[config.mk]
export PLATFORM = sky130hd
export DESIGN_NAME = rounded_rect_premultiplied_fill
export DESIGN_NICKNAME = d
export VERILOG_FILES = /design/src/design/rrpf_pkg.sv /design/src/design/rrpf_premul.sv /design/src/design/rrpf_geom.sv /design/src/design/rounded_rect_premultiplied_fill.sv
export SDC_FILE = /design/constraint.sdc
export NUM_CORES = 2
export LEC_CHECK = 0
export ABC_AREA = 1
export BUFFER_PORTS_ARGS = -buffer_cell sky130_fd_sc_hd__buf_2
export CAP_MARGIN = 20
export CORE_MARGIN = 2
export CORE_UTILIZATION = 51
export DETAILED_ROUTE_END_ITERATION = 6
export GPL_ROUTABILITY_DRIVEN = 0
export GPL_TIMING_DRIVEN = 0
export MAX_ROUTING_LAYER = met4
export PLACE_DENSITY = 0.64
export SETUP_SLACK_MARGIN = 0.4
export SLEW_MARGIN = 20
export SYNTH_ARGS = -nofsm -noshare
export SYNTH_HDL_FRONTEND = slang
export SYNTH_SLANG_ARGS = --single-unit
[constraint.sdc]
create_clock -name i_clk -period 9.78 [get_ports i_clk]
set_clock_uncertainty 0.2 [all_clocks]
set_input_delay 1.956 -clock i_clk [delete_from_list [all_inputs] [get_ports i_clk]]
set_output_delay 1.956 -clock i_clk [all_outputs]
set_load 0.01 [all_outputs]
[src/design/rrpf_pkg.sv]
// Package for the rounded rectangle premultiplied fill block.
// Holds field widths, configuration register indexes and beat/config structs.
// No dependencies.
package rrpf_pkg;

    localparam int DIM_W      = 13;
    localparam int RAD_W      = 12;
    localparam int POS_W      = 12;
    localparam int CH_W       = 8;
    localparam int CFG_IDX_W  = 3;
    localparam int CFG_DATA_W = 13;
    localparam int SQ_W       = 2 * DIM_W;

    localparam logic [CFG_IDX_W-1:0] CFG_RECT_WIDTH    = 3'd0;
    localparam logic [CFG_IDX_W-1:0] CFG_RECT_HEIGHT   = 3'd1;
    localparam logic [CFG_IDX_W-1:0] CFG_CORNER_RADIUS = 3'd2;
    localparam logic [CFG_IDX_W-1:0] CFG_COLOR_RED     = 3'd3;
    localparam logic [CFG_IDX_W-1:0] CFG_COLOR_GREEN   = 3'd4;
    localparam logic [CFG_IDX_W-1:0] CFG_COLOR_BLUE    = 3'd5;
    localparam logic [CFG_IDX_W-1:0] CFG_COLOR_ALPHA   = 3'd6;

    typedef struct packed {
        logic [POS_W-1:0] pixel_col;
        logic [POS_W-1:0] pixel_row;
    } t_pixel_in;

    typedef struct packed {
        logic [CH_W-1:0] out_blue;
        logic [CH_W-1:0] out_green;
        logic [CH_W-1:0] out_red;
        logic [CH_W-1:0] out_alpha;
        logic            inside_shape;
    } t_pixel_out;

    typedef struct packed {
        logic [DIM_W-1:0] rect_width;
        logic [DIM_W-1:0] rect_height;
        logic [RAD_W-1:0] corner_radius;
    } t_geom_cfg;

    typedef struct packed {
        logic [CH_W-1:0] red;
        logic [CH_W-1:0] green;
        logic [CH_W-1:0] blue;
        logic [CH_W-1:0] alpha;
    } t_color;

    typedef struct packed {
        logic vld;
        logic hit;
    } t_geom_res;

endpackage

[src/design/rrpf_premul.sv]
// Premultiplies the fill color by alpha: (c*a+127)/255 per channel.
// Two register stages, multiply then divide by 255. Depends on rrpf_pkg.
module rrpf_premul
    import rrpf_pkg::*;
(
    input  logic   i_clk,
    input  t_color i_color,
    output t_color o_color
);

    localparam int P_W = 2 * CH_W;

    logic [P_W-1:0] r_pr, r_pg, r_pb;
    logic [CH_W-1:0] r_a0;
    t_color r_out;

    logic [P_W-1:0] n_pr, n_pg, n_pb;

    function automatic logic [CH_W-1:0] div255(input logic [P_W-1:0] p);
        logic [P_W:0] s;
        s = {1'b0, p} + (P_W+1)'(p >> CH_W) + (P_W+1)'(1);
        return s[P_W-1:CH_W];
    endfunction

    always_comb begin
        n_pr = P_W'(i_color.red)   * P_W'(i_color.alpha) + P_W'(127);
        n_pg = P_W'(i_color.green) * P_W'(i_color.alpha) + P_W'(127);
        n_pb = P_W'(i_color.blue)  * P_W'(i_color.alpha) + P_W'(127);
    end

    always_ff @(posedge i_clk) begin
        r_pr <= n_pr;
        r_pg <= n_pg;
        r_pb <= n_pb;
        r_a0 <= i_color.alpha;
        r_out.red   <= div255(r_pr);
        r_out.green <= div255(r_pg);
        r_out.blue  <= div255(r_pb);
        r_out.alpha <= r_a0;
    end

    assign o_color = r_out;

endmodule

[src/design/rrpf_geom.sv]
// Six-stage corner test pipeline in doubled pixel coordinates.
// Clamp, offsets, corner distances, squares, compare. Depends on rrpf_pkg.
module rrpf_geom
    import rrpf_pkg::*;
#(
    parameter int MAX_DIM = 4096
)(
    input  logic      i_clk,
    input  logic      i_rst_n,
    input  logic      i_vld,
    input  t_pixel_in i_pixel,
    input  t_geom_cfg i_cfg,
    output t_geom_res o_res
);

    localparam int STAGES  = 6;
    localparam int DimMax  = (1 << DIM_W) - 1;
    localparam int CapInt  = (MAX_DIM > DimMax) ? DimMax : MAX_DIM;
    localparam logic [DIM_W-1:0] DIM_CAP = DIM_W'(CapInt);

    logic [STAGES-1:0] r_vld;

    // stage A
    logic [POS_W-1:0] r_a_col, r_a_row;
    logic [DIM_W-1:0] r_a_w, r_a_h, r_a_r2raw;
    // stage B
    logic [DIM_W-1:0] r_b_x, r_b_y, r_b_r2;
    logic [DIM_W:0]   r_b_w2, r_b_h2;
    logic             r_b_rng;
    // stage C
    logic [DIM_W-1:0] r_c_x, r_c_y, r_c_r2;
    logic [DIM_W:0]   r_c_xe, r_c_ye;
    logic             r_c_rng;
    // stage D
    logic [DIM_W-1:0] r_d_dx, r_d_dy, r_d_r2;
    logic             r_d_zone, r_d_rng;
    // stage E
    logic [SQ_W-1:0]  r_e_dx2, r_e_dy2, r_e_rr;
    logic             r_e_zone, r_e_rng;
    // stage F
    logic             r_f_inside;

    logic [DIM_W-1:0] n_a_w, n_a_h, n_b_m, n_b_r2;
    logic             n_xlo, n_xhi, n_ylo, n_yhi;
    logic [DIM_W-1:0] n_dx, n_dy;
    logic [SQ_W:0]    n_sum;

    always_comb begin
        n_a_w = (i_cfg.rect_width  > DIM_CAP) ? DIM_CAP : i_cfg.rect_width;
        n_a_h = (i_cfg.rect_height > DIM_CAP) ? DIM_CAP : i_cfg.rect_height;
        n_b_m  = (r_a_w < r_a_h) ? r_a_w : r_a_h;
        n_b_r2 = (r_a_r2raw < n_b_m) ? r_a_r2raw : n_b_m;
        n_xlo = r_c_x < r_c_r2;
        n_ylo = r_c_y < r_c_r2;
        n_xhi = {1'b0, r_c_x} > r_c_xe;
        n_yhi = {1'b0, r_c_y} > r_c_ye;
        n_dx  = n_xlo ? (r_c_r2 - r_c_x) : DIM_W'({1'b0, r_c_x} - r_c_xe);
        n_dy  = n_ylo ? (r_c_r2 - r_c_y) : DIM_W'({1'b0, r_c_y} - r_c_ye);
        n_sum = {1'b0, r_e_dx2} + {1'b0, r_e_dy2};
    end

    always_ff @(posedge i_clk) begin
        if (!i_rst_n) begin
            r_vld <= '0;
        end else begin
            r_vld <= {r_vld[STAGES-2:0], i_vld};
        end
    end

    always_ff @(posedge i_clk) begin
        r_a_col   <= i_pixel.pixel_col;
        r_a_row   <= i_pixel.pixel_row;
        r_a_w     <= n_a_w;
        r_a_h     <= n_a_h;
        r_a_r2raw <= {i_cfg.corner_radius, 1'b0};

        r_b_x   <= {r_a_col, 1'b1};
        r_b_y   <= {r_a_row, 1'b1};
        r_b_r2  <= n_b_r2;
        r_b_w2  <= {r_a_w, 1'b0};
        r_b_h2  <= {r_a_h, 1'b0};
        r_b_rng <= ({1'b0, r_a_col} < r_a_w) && ({1'b0, r_a_row} < r_a_h);

        r_c_x   <= r_b_x;
        r_c_y   <= r_b_y;
        r_c_r2  <= r_b_r2;
        r_c_xe  <= r_b_w2 - {1'b0, r_b_r2};
        r_c_ye  <= r_b_h2 - {1'b0, r_b_r2};
        r_c_rng <= r_b_rng;

        r_d_dx   <= n_dx;
        r_d_dy   <= n_dy;
        r_d_r2   <= r_c_r2;
        r_d_zone <= (n_xlo || n_xhi) && (n_ylo || n_yhi);
        r_d_rng  <= r_c_rng;

        r_e_dx2  <= SQ_W'(r_d_dx) * SQ_W'(r_d_dx);
        r_e_dy2  <= SQ_W'(r_d_dy) * SQ_W'(r_d_dy);
        r_e_rr   <= SQ_W'(r_d_r2) * SQ_W'(r_d_r2);
        r_e_zone <= r_d_zone;
        r_e_rng  <= r_d_rng;

        r_f_inside <= r_e_rng && (!r_e_zone || (n_sum <= {1'b0, r_e_rr}));
    end

    assign o_res.vld = r_vld[STAGES-1];
    assign o_res.hit = r_f_inside;

endmodule

[src/design/rounded_rect_premultiplied_fill.sv]
// Top level of the rounded rectangle premultiplied fill block.
// Config registers, geometry pipeline, premultiply unit and result register.
// Depends on rrpf_pkg, rrpf_geom, rrpf_premul.
//
//  channel   | handshake           | payload
//  ----------+---------------------+---------------------------
//  pixel in  | start / busy        | i_pixel   (t_pixel_in)
//  result    | o_strobe            | o_result  (t_pixel_out)
//  config    | i_cfg_we            | i_cfg_idx, i_cfg_data
//
// One beat in per clock; busy stays low. Each result is registered after its
// start beat passes the six geometry stages and then the result register.
// Reset clears the stage valid bits and the config registers to their
// defaults; the strobe is one cycle wide and cannot be held off.
module rounded_rect_premultiplied_fill
    import rrpf_pkg::*;
#(
    parameter int MAX_DIM = 4096
)(
    input  logic                  i_clk,
    input  logic                  i_rst_n,
    input  logic                  start,
    output logic                  busy,
    input  t_pixel_in             i_pixel,
    output logic                  o_strobe,
    output t_pixel_out            o_result,
    input  logic                  i_cfg_we,
    input  logic [CFG_IDX_W-1:0]  i_cfg_idx,
    input  logic [CFG_DATA_W-1:0] i_cfg_data
);

    t_geom_cfg  r_geom_cfg;
    t_color     r_color;
    t_color     w_premul;
    t_geom_res  w_res;
    logic       r_strobe;
    t_pixel_out r_out;
    t_pixel_out n_out;

    always_ff @(posedge i_clk) begin
        if (!i_rst_n) begin
            r_geom_cfg.rect_width    <= DIM_W'(1);
            r_geom_cfg.rect_height   <= DIM_W'(1);
            r_geom_cfg.corner_radius <= '0;
            r_color.red              <= '0;
            r_color.green            <= '0;
            r_color.blue             <= '0;
            r_color.alpha            <= '1;
        end else if (i_cfg_we) begin
            unique case (i_cfg_idx)
                CFG_RECT_WIDTH:    r_geom_cfg.rect_width    <= i_cfg_data;
                CFG_RECT_HEIGHT:   r_geom_cfg.rect_height   <= i_cfg_data;
                CFG_CORNER_RADIUS: r_geom_cfg.corner_radius <= i_cfg_data[RAD_W-1:0];
                CFG_COLOR_RED:     r_color.red              <= i_cfg_data[CH_W-1:0];
                CFG_COLOR_GREEN:   r_color.green            <= i_cfg_data[CH_W-1:0];
                CFG_COLOR_BLUE:    r_color.blue             <= i_cfg_data[CH_W-1:0];
                CFG_COLOR_ALPHA:   r_color.alpha            <= i_cfg_data[CH_W-1:0];
                default: ;
            endcase
        end
    end

    assign busy = 1'b0;

    rrpf_geom #(
        .MAX_DIM (MAX_DIM)
    ) u_geom (
        .i_clk   (i_clk),
        .i_rst_n (i_rst_n),
        .i_vld   (start && !busy),
        .i_pixel (i_pixel),
        .i_cfg   (r_geom_cfg),
        .o_res   (w_res)
    );

    rrpf_premul u_premul (
        .i_clk   (i_clk),
        .i_color (r_color),
        .o_color (w_premul)
    );

    always_comb begin
        n_out = '0;
        if (w_res.hit) begin
            n_out.out_blue     = w_premul.blue;
            n_out.out_green    = w_premul.green;
            n_out.out_red      = w_premul.red;
            n_out.out_alpha    = w_premul.alpha;
            n_out.inside_shape = 1'b1;
        end
    end

    always_ff @(posedge i_clk) begin
        if (!i_rst_n) begin
            r_strobe <= 1'b0;
        end else begin
            r_strobe <= w_res.vld;
        end
    end

    always_ff @(posedge i_clk) begin
        r_out <= n_out;
    end

    assign o_strobe = r_strobe;
    assign o_result = r_out;

endmodule

# [Word level (Yosys, flattened, before mapping)]
# Cells that the tools add are included.
[word_totals] regBits=512 wordCells=110
[op_classes] addsub=16 n_mul=6 magnitude_cmp=11 eq_ne=6 mux=5 reduce_logical=15
[op_table] cell="13-bit by 13-bit multiplier with 26-bit output" n=3
[op_table] cell="13-bit less-than comparator" n=4
[op_table] cell="13-bit two-way mux" n=4
[op_table] cell="13-bit subtractor" n=4
[op_table] cell="16-bit by 1-bit adder with 16-bit output, second input constant" n=3
[op_table] cell="16-bit by 7-bit adder with 16-bit output, second input constant" n=3
[op_table] cell="16-bit by 8-bit adder with 16-bit output" n=3
[op_table] cell="8-bit by 8-bit multiplier with 16-bit output" n=3
[op_table] cell="13-bit by 14-bit > comparator with 1-bit output" n=2
[op_table] cell="14-bit by 13-bit subtractor with 14-bit output" n=2
[op_table] cell="26-bit by 26-bit adder with 27-bit output" n=1
[op_table] cell="27-bit by 26-bit <= comparator with 1-bit output" n=1
[op_table] cell="13-bit > comparator, second input constant" n=2
[op_table] cell="12-bit by 13-bit less-than comparator with 1-bit output" n=2
[op_table] cell="2-bit AND reduction" n=7
[op_table] cell="3-bit equality test, second input constant" n=3
[op_table] cell="3-bit by 2-bit equality test with 1-bit output, second input constant" n=2
[op_table] cell="3-bit by 1-bit equality test with 1-bit output, second input constant" n=1
[op_table] cell="1-bit logical AND" n=3
[op_table] cell="3-bit zero test" n=1
[op_table] cell="1-bit logical OR" n=3
[op_table] cell="1-bit zero test" n=1
[op_table] cell="1-bit two-way mux" n=1

# [Depth between registers and ports, before layout]
[depth] ltp_word=4 depth_mapped=24

# [By module]
# A second synthesis with hierarchy kept.
[unflattened] hier_cells=5620 hier_area_um2=43172.7
[by_module_without_submodules] mod="rrpf_geom" instances=1 cells_each=3514 area_per_inst_um2=28489.8
[by_module_without_submodules] mod="rrpf_premul" instances=1 cells_each=1601 area_per_inst_um2=10974.3
[by_module_without_submodules] mod="rounded_rect_premultiplied_fill" instances=1 cells_each=505 area_per_inst_um2=3708.6

# [Worst setup path after synthesis]
# No wires, ideal clock.
[synth_path] path_kind="reg2reg" startpoint="register u_geom.r_d_dx[3]" endpoint="register u_geom.r_e_dx2[18]" arrival_time_ns=4.679 path_slack_ns=4.778 stages_incl_launch_ff=18 path_cell_list="dfxtp_1 > clkbuf_1 > nand2_1 > fa_1 > fa_1 > inv_1 > fa_1 > fa_1 > inv_1 > fa_1 > inv_1 > ha_1 > a21o_1 > a21oi_1 > o21ai_2 > a21boi_0 > o21bai_1 > xor2_1"
[synth_via] elab_chain_cells=1
[synth_lines] element="start: declaration" line_no="rrpf_geom.sv:35" text="logic [DIM_W-1:0] r_d_dx, r_d_dy, r_d_r2;"
[synth_lines] element="start signal: assignment" line_no="rrpf_geom.sv:91" text="r_d_dx <= n_dx;"
[synth_lines] element="13-bit by 13-bit multiplier with 26-bit output" line_no="rrpf_geom.sv:97" text="r_e_dx2 <= SQ_W'(r_d_dx) * SQ_W'(r_d_dx);"
[synth_lines] element="end signal: assignment" line_no="rrpf_geom.sv:97"
[synth_lines] element="end: declaration" line_no="rrpf_geom.sv:38" text="logic [SQ_W-1:0] r_e_dx2, r_e_dy2, r_e_rr;"
# Every way passes these cells.
# A chain may end at the register's enable or synchronous reset.

# [Final worst setup path]
[layout_path] startpoint="register u_geom.r_d_dx[6]" endpoint="register u_geom.r_e_dx2[25]"
# Same word-level chain as after synthesis.

==> results.md <==
| Item | Value |
|---|---|
| Count of input and output buffers | 76 |
| Met2 global-route usage | 41.6% |
| Proportion of synthesized area in mux cells | 0% |
| Final HPWL from detailed placement | 77300 um |
| Clock input transition at the sequential cells of the worst setup and hold paths | 0.06 ns |
| Critical path data arrival time | 6.07 ns |
| Number of antenna diodes | 0 |
| Cell at the slowest stage of the critical path | sky130_fd_sc_hd__dfxtp_1 |
| Yosys Warn Count | 0 |
| Total I/O pin count | 79 |
| Highest cell delay on the worst timing path | 0.65 ns |
| Post-synth top area share | 24.9% |
| H-tree level count | 2 |
| Critical Path RT | 10.07 ns |
| Worst slew pin tran | 0.801 ns |
| Overall die height | 287 um |
| Effective utilization at floorplan | 51.6% |
| Detailed Routing Iterations Pass 1 | 5 |
| Area added between synthesis and finish | 8.82% |
| Max-cap check violation count | 0 |
| Post-Syn Area | 40800 sq um |
| Antenna violations before repair | 0 |
| Die ar. | 82300 sq um |
| CTS tree | built |
| Final layout net count | 6089 |
| Worst hold slack | 0.127 ns |
| Post-route setup slack | 4.00 ns |
| Met1 routing resource usage after global routing | 30.0% |
| Core area | 79100 sq um |
| EDFF count, synth | 0 |
| Number of post-CTS setup repair buffers | 0 |
| Fin crit period | 5.78 ns |
| Drt via density | 4.95 |
| Vias after detailed routing | 30800 |
| Fraction of synthesized cell area in xor and xnor cells | 4.83% |
| Kind of start point of the critical path | flip-flop |
| Cell chain of the critical path | clkbuf_1 -> nand2_1 -> fa_1 -> inv_1 -> fa_1 -> fa_1 -> fa_1 -> inv_1 -> fa_1 -> inv_1 -> ha_1 -> a21oi_1 -> o21ai_0 -> a211oi_1 -> nand3_1 -> nand2_1 -> nand2_1 -> xor2_1 |
| DRC | 0 |
| Result of the run | finished, final reports clean |
| First-pass GRT wire length | 156000 um |
| Flip-flop cell with the highest count after synthesis | sky130_fd_sc_hd__dfxtp_1 |
| Post-synthesis cell count | 4988 |
| Post-synthesis adder-cell area fraction | 36.0% |
| Clock insertion delay at the later pin of the skew report | 0.65 ns |
| Share of synthesized flip-flops with an asynchronous set or reset | 0% |
| Relative slew slack | 46.6% |
| Via count of the first global-routing pass | 31500 |
| Simple-gate portion of the synthesized area | 14.0% |
| Fin. max-slew vios | 0 |
| Library cell with the largest summed area after synthesis | sky130_fd_sc_hd__dfxtp_1 |
| Post-synthesis area per instance | 8.18 sq um |
| Global-route met3 utilization | 2.32% |
| Combined global-route utilization of all metal layers | 24.2% |
| Routed Antenna Nets | 0 |
| First DRT Iteration DRCs | 1600 |
| Cell seen most often among critical-path stages | sky130_fd_sc_hd__fa_1 |
| Cell depth of the worst hold path | 0 |
| Maximum number of pins on one net before global-route repair | 19 |
| Maximum operating frequency | 173 MHz |
| RSZ-0062 raised after global routing | false |
| Number of gates resized after cts | 0 |
| Share of the synthesized area in compound gates (AO/OA/AOI/OAI) | 8.12% |
| DP Worst Slack | 3.98 ns |
| Hold violation count in the final report | 0 |
| Count of final setup violators | 0 |
| Non-filler instance count after layout | 6217 |
| Aggregate routed wire length | 93400 um |
| Most common library cell in the layout ignoring fill and taps | sky130_fd_sc_hd__inv_1 |
| Grt total ovfl | 0 |
| Layer carrying the most global-route usage | met2 |
| Final period util | 59.1% |
| Clock tree sinks | 507 |
| Die width | 287 um |
| Most frequent cells in the layout | sky130_fd_sc_hd__inv_1 (1197), sky130_fd_sc_hd__nand2_1 (974), sky130_fd_sc_hd__dfxtp_1 (507) |
| Path type of the worst setup path | reg2reg |
| Number of cells in the design after placement | 6115 |
| Inserted Clock Buffers | 55 |
| Critical path fanouts, max | 10 |
| Top cells by area in the synthesized netlist | sky130_fd_sc_hd__dfxtp_1 (25%), sky130_fd_sc_hd__fa_1 (20%), sky130_fd_sc_hd__ha_1 (16%) |
| Max Root-Sink Buffers | 3 |
| Category of the worst setup path capture point | flip-flop |
| Layout cells sized above 1 | 4.04% |
| Worst Hold Class | reg2reg |
| Distinct cell type count after synthesis | 55 |
| Dominant combinational cell family by area after synthesis | adder cells |
| CTS root buf | sky130_fd_sc_hd__clkbuf_16 |
| Flop and latch count out of synthesis | 507 |
| Hold-fix buffers, CTS | 0 |
| R2r worst-path depth | 18 |
| TNS Setup | 0 ns |
| Number of placement rows | 103 |
| Sequential element share of the synthesized area | 24.9% |
| Detailed-route wire length per cell | 15.0 um |
==> cell usage after synthesis (10+ instances only) <==
cell type,n
sky130_fd_sc_hd__inv_1,1197
sky130_fd_sc_hd__nand2_1,974
sky130_fd_sc_hd__dfxtp_1,507
sky130_fd_sc_hd__ha_1,506
sky130_fd_sc_hd__fa_1,417
sky130_fd_sc_hd__a21oi_1,279
sky130_fd_sc_hd__nor2_1,232
sky130_fd_sc_hd__o21ai_0,173
sky130_fd_sc_hd__xor2_1,141
sky130_fd_sc_hd__nand3_1,105
sky130_fd_sc_hd__clkbuf_1,101
sky130_fd_sc_hd__xnor2_1,84
sky130_fd_sc_hd__nand4_1,35
sky130_fd_sc_hd__nor3_1,32
sky130_fd_sc_hd__o21bai_1,26
sky130_fd_sc_hd__o21ai_1,25
sky130_fd_sc_hd__a31oi_1,19
sky130_fd_sc_hd__a21o_1,17
sky130_fd_sc_hd__buf_1,10
==> logic make-up after synthesis <==
logic type                 Yosys count
adders and majority gates          923
other                                1
AOI/OAI and AO/OA                  596
and+or+nand+nor                   1417
DFF                                507
xor gates and xnor gates           225
buffers and inverters             1319
==> worst max-delay path, delay by kind of cell, from the launching register on <==
family / cells / cell delay (ns)
adders and majority gates: 6 / 2.85
buffers and inverters: 4 / 0.67
DFF: 1 / 0.65
AOI/OAI and AO/OA: 3 / 0.63
and+or+nand+nor: 4 / 0.49
xor gates and xnor gates: 1 / 0.14
==> final cells by class <==
type,count,area [sq um]
Fill cell,7438,34700
Buffer,119,477
Inverter,1200,4500
Sequential cell,507,10100
Clock buffer,73,1510
Tap cell,1050,1310
Multi-Input combinational cell,3163,25700
Timing Repair Buffer,76,380
Clock inverter,29,387
==> metrics by stage <==
| stage | cell area, sq um | utilization (%) |
|---|---|---|
| after floorplan | 40800 | - |
| after global placement | 42500 | 53.7 |
| after detailed placement | 42500 | 53.7 |
| after CTS | 44400 | 56.1 |
| after global routing | 44400 | 56.1 |
| final | 44400 | 56.1 |
==> layer usage <==
metal / routed length (um) / up-vias
li1: - / 15500
met2: 45500 / 572
met4: 3130 / 0
met3: 3450 / 165
met5: 0 / -
met1: 41400 / 14600
==> worst paths after layout <==
path | endpoint | startpoint | slack [ns]
worst max-delay path | u_geom.r_e_dx2[25]$_DFF_P_ | u_geom.r_d_dx[6]$_DFF_P_ | 4.00
worst min-delay path | u_geom.r_c_y[5]$_DFF_P_ | u_geom.r_b_y[5]$_DFF_P_ | 0.13
worst max register to register | u_geom.r_e_dx2[25]$_DFF_P_ | u_geom.r_d_dx[6]$_DFF_P_ | 4.00
worst min register to register | u_geom.r_c_y[5]$_DFF_P_ | u_geom.r_b_y[5]$_DFF_P_ | 0.13
==> flip-flops by register name, summed over array words and instances (netlist names), 16 cells and up <==
name,cells
u_premul.r_pr,16
u_premul.o_color,32
u_geom.r_e_rr,25
u_geom.r_e_dx2,25
u_geom.r_e_dy2,25
u_premul.r_pb,16
u_premul.r_pg,16
o_result,33
r_geom_cfg,38
r_color,32
Power is left out: the tool's default activity adds up to more than one toggle a clock period on the data nets, which glitch-free logic cannot reach.
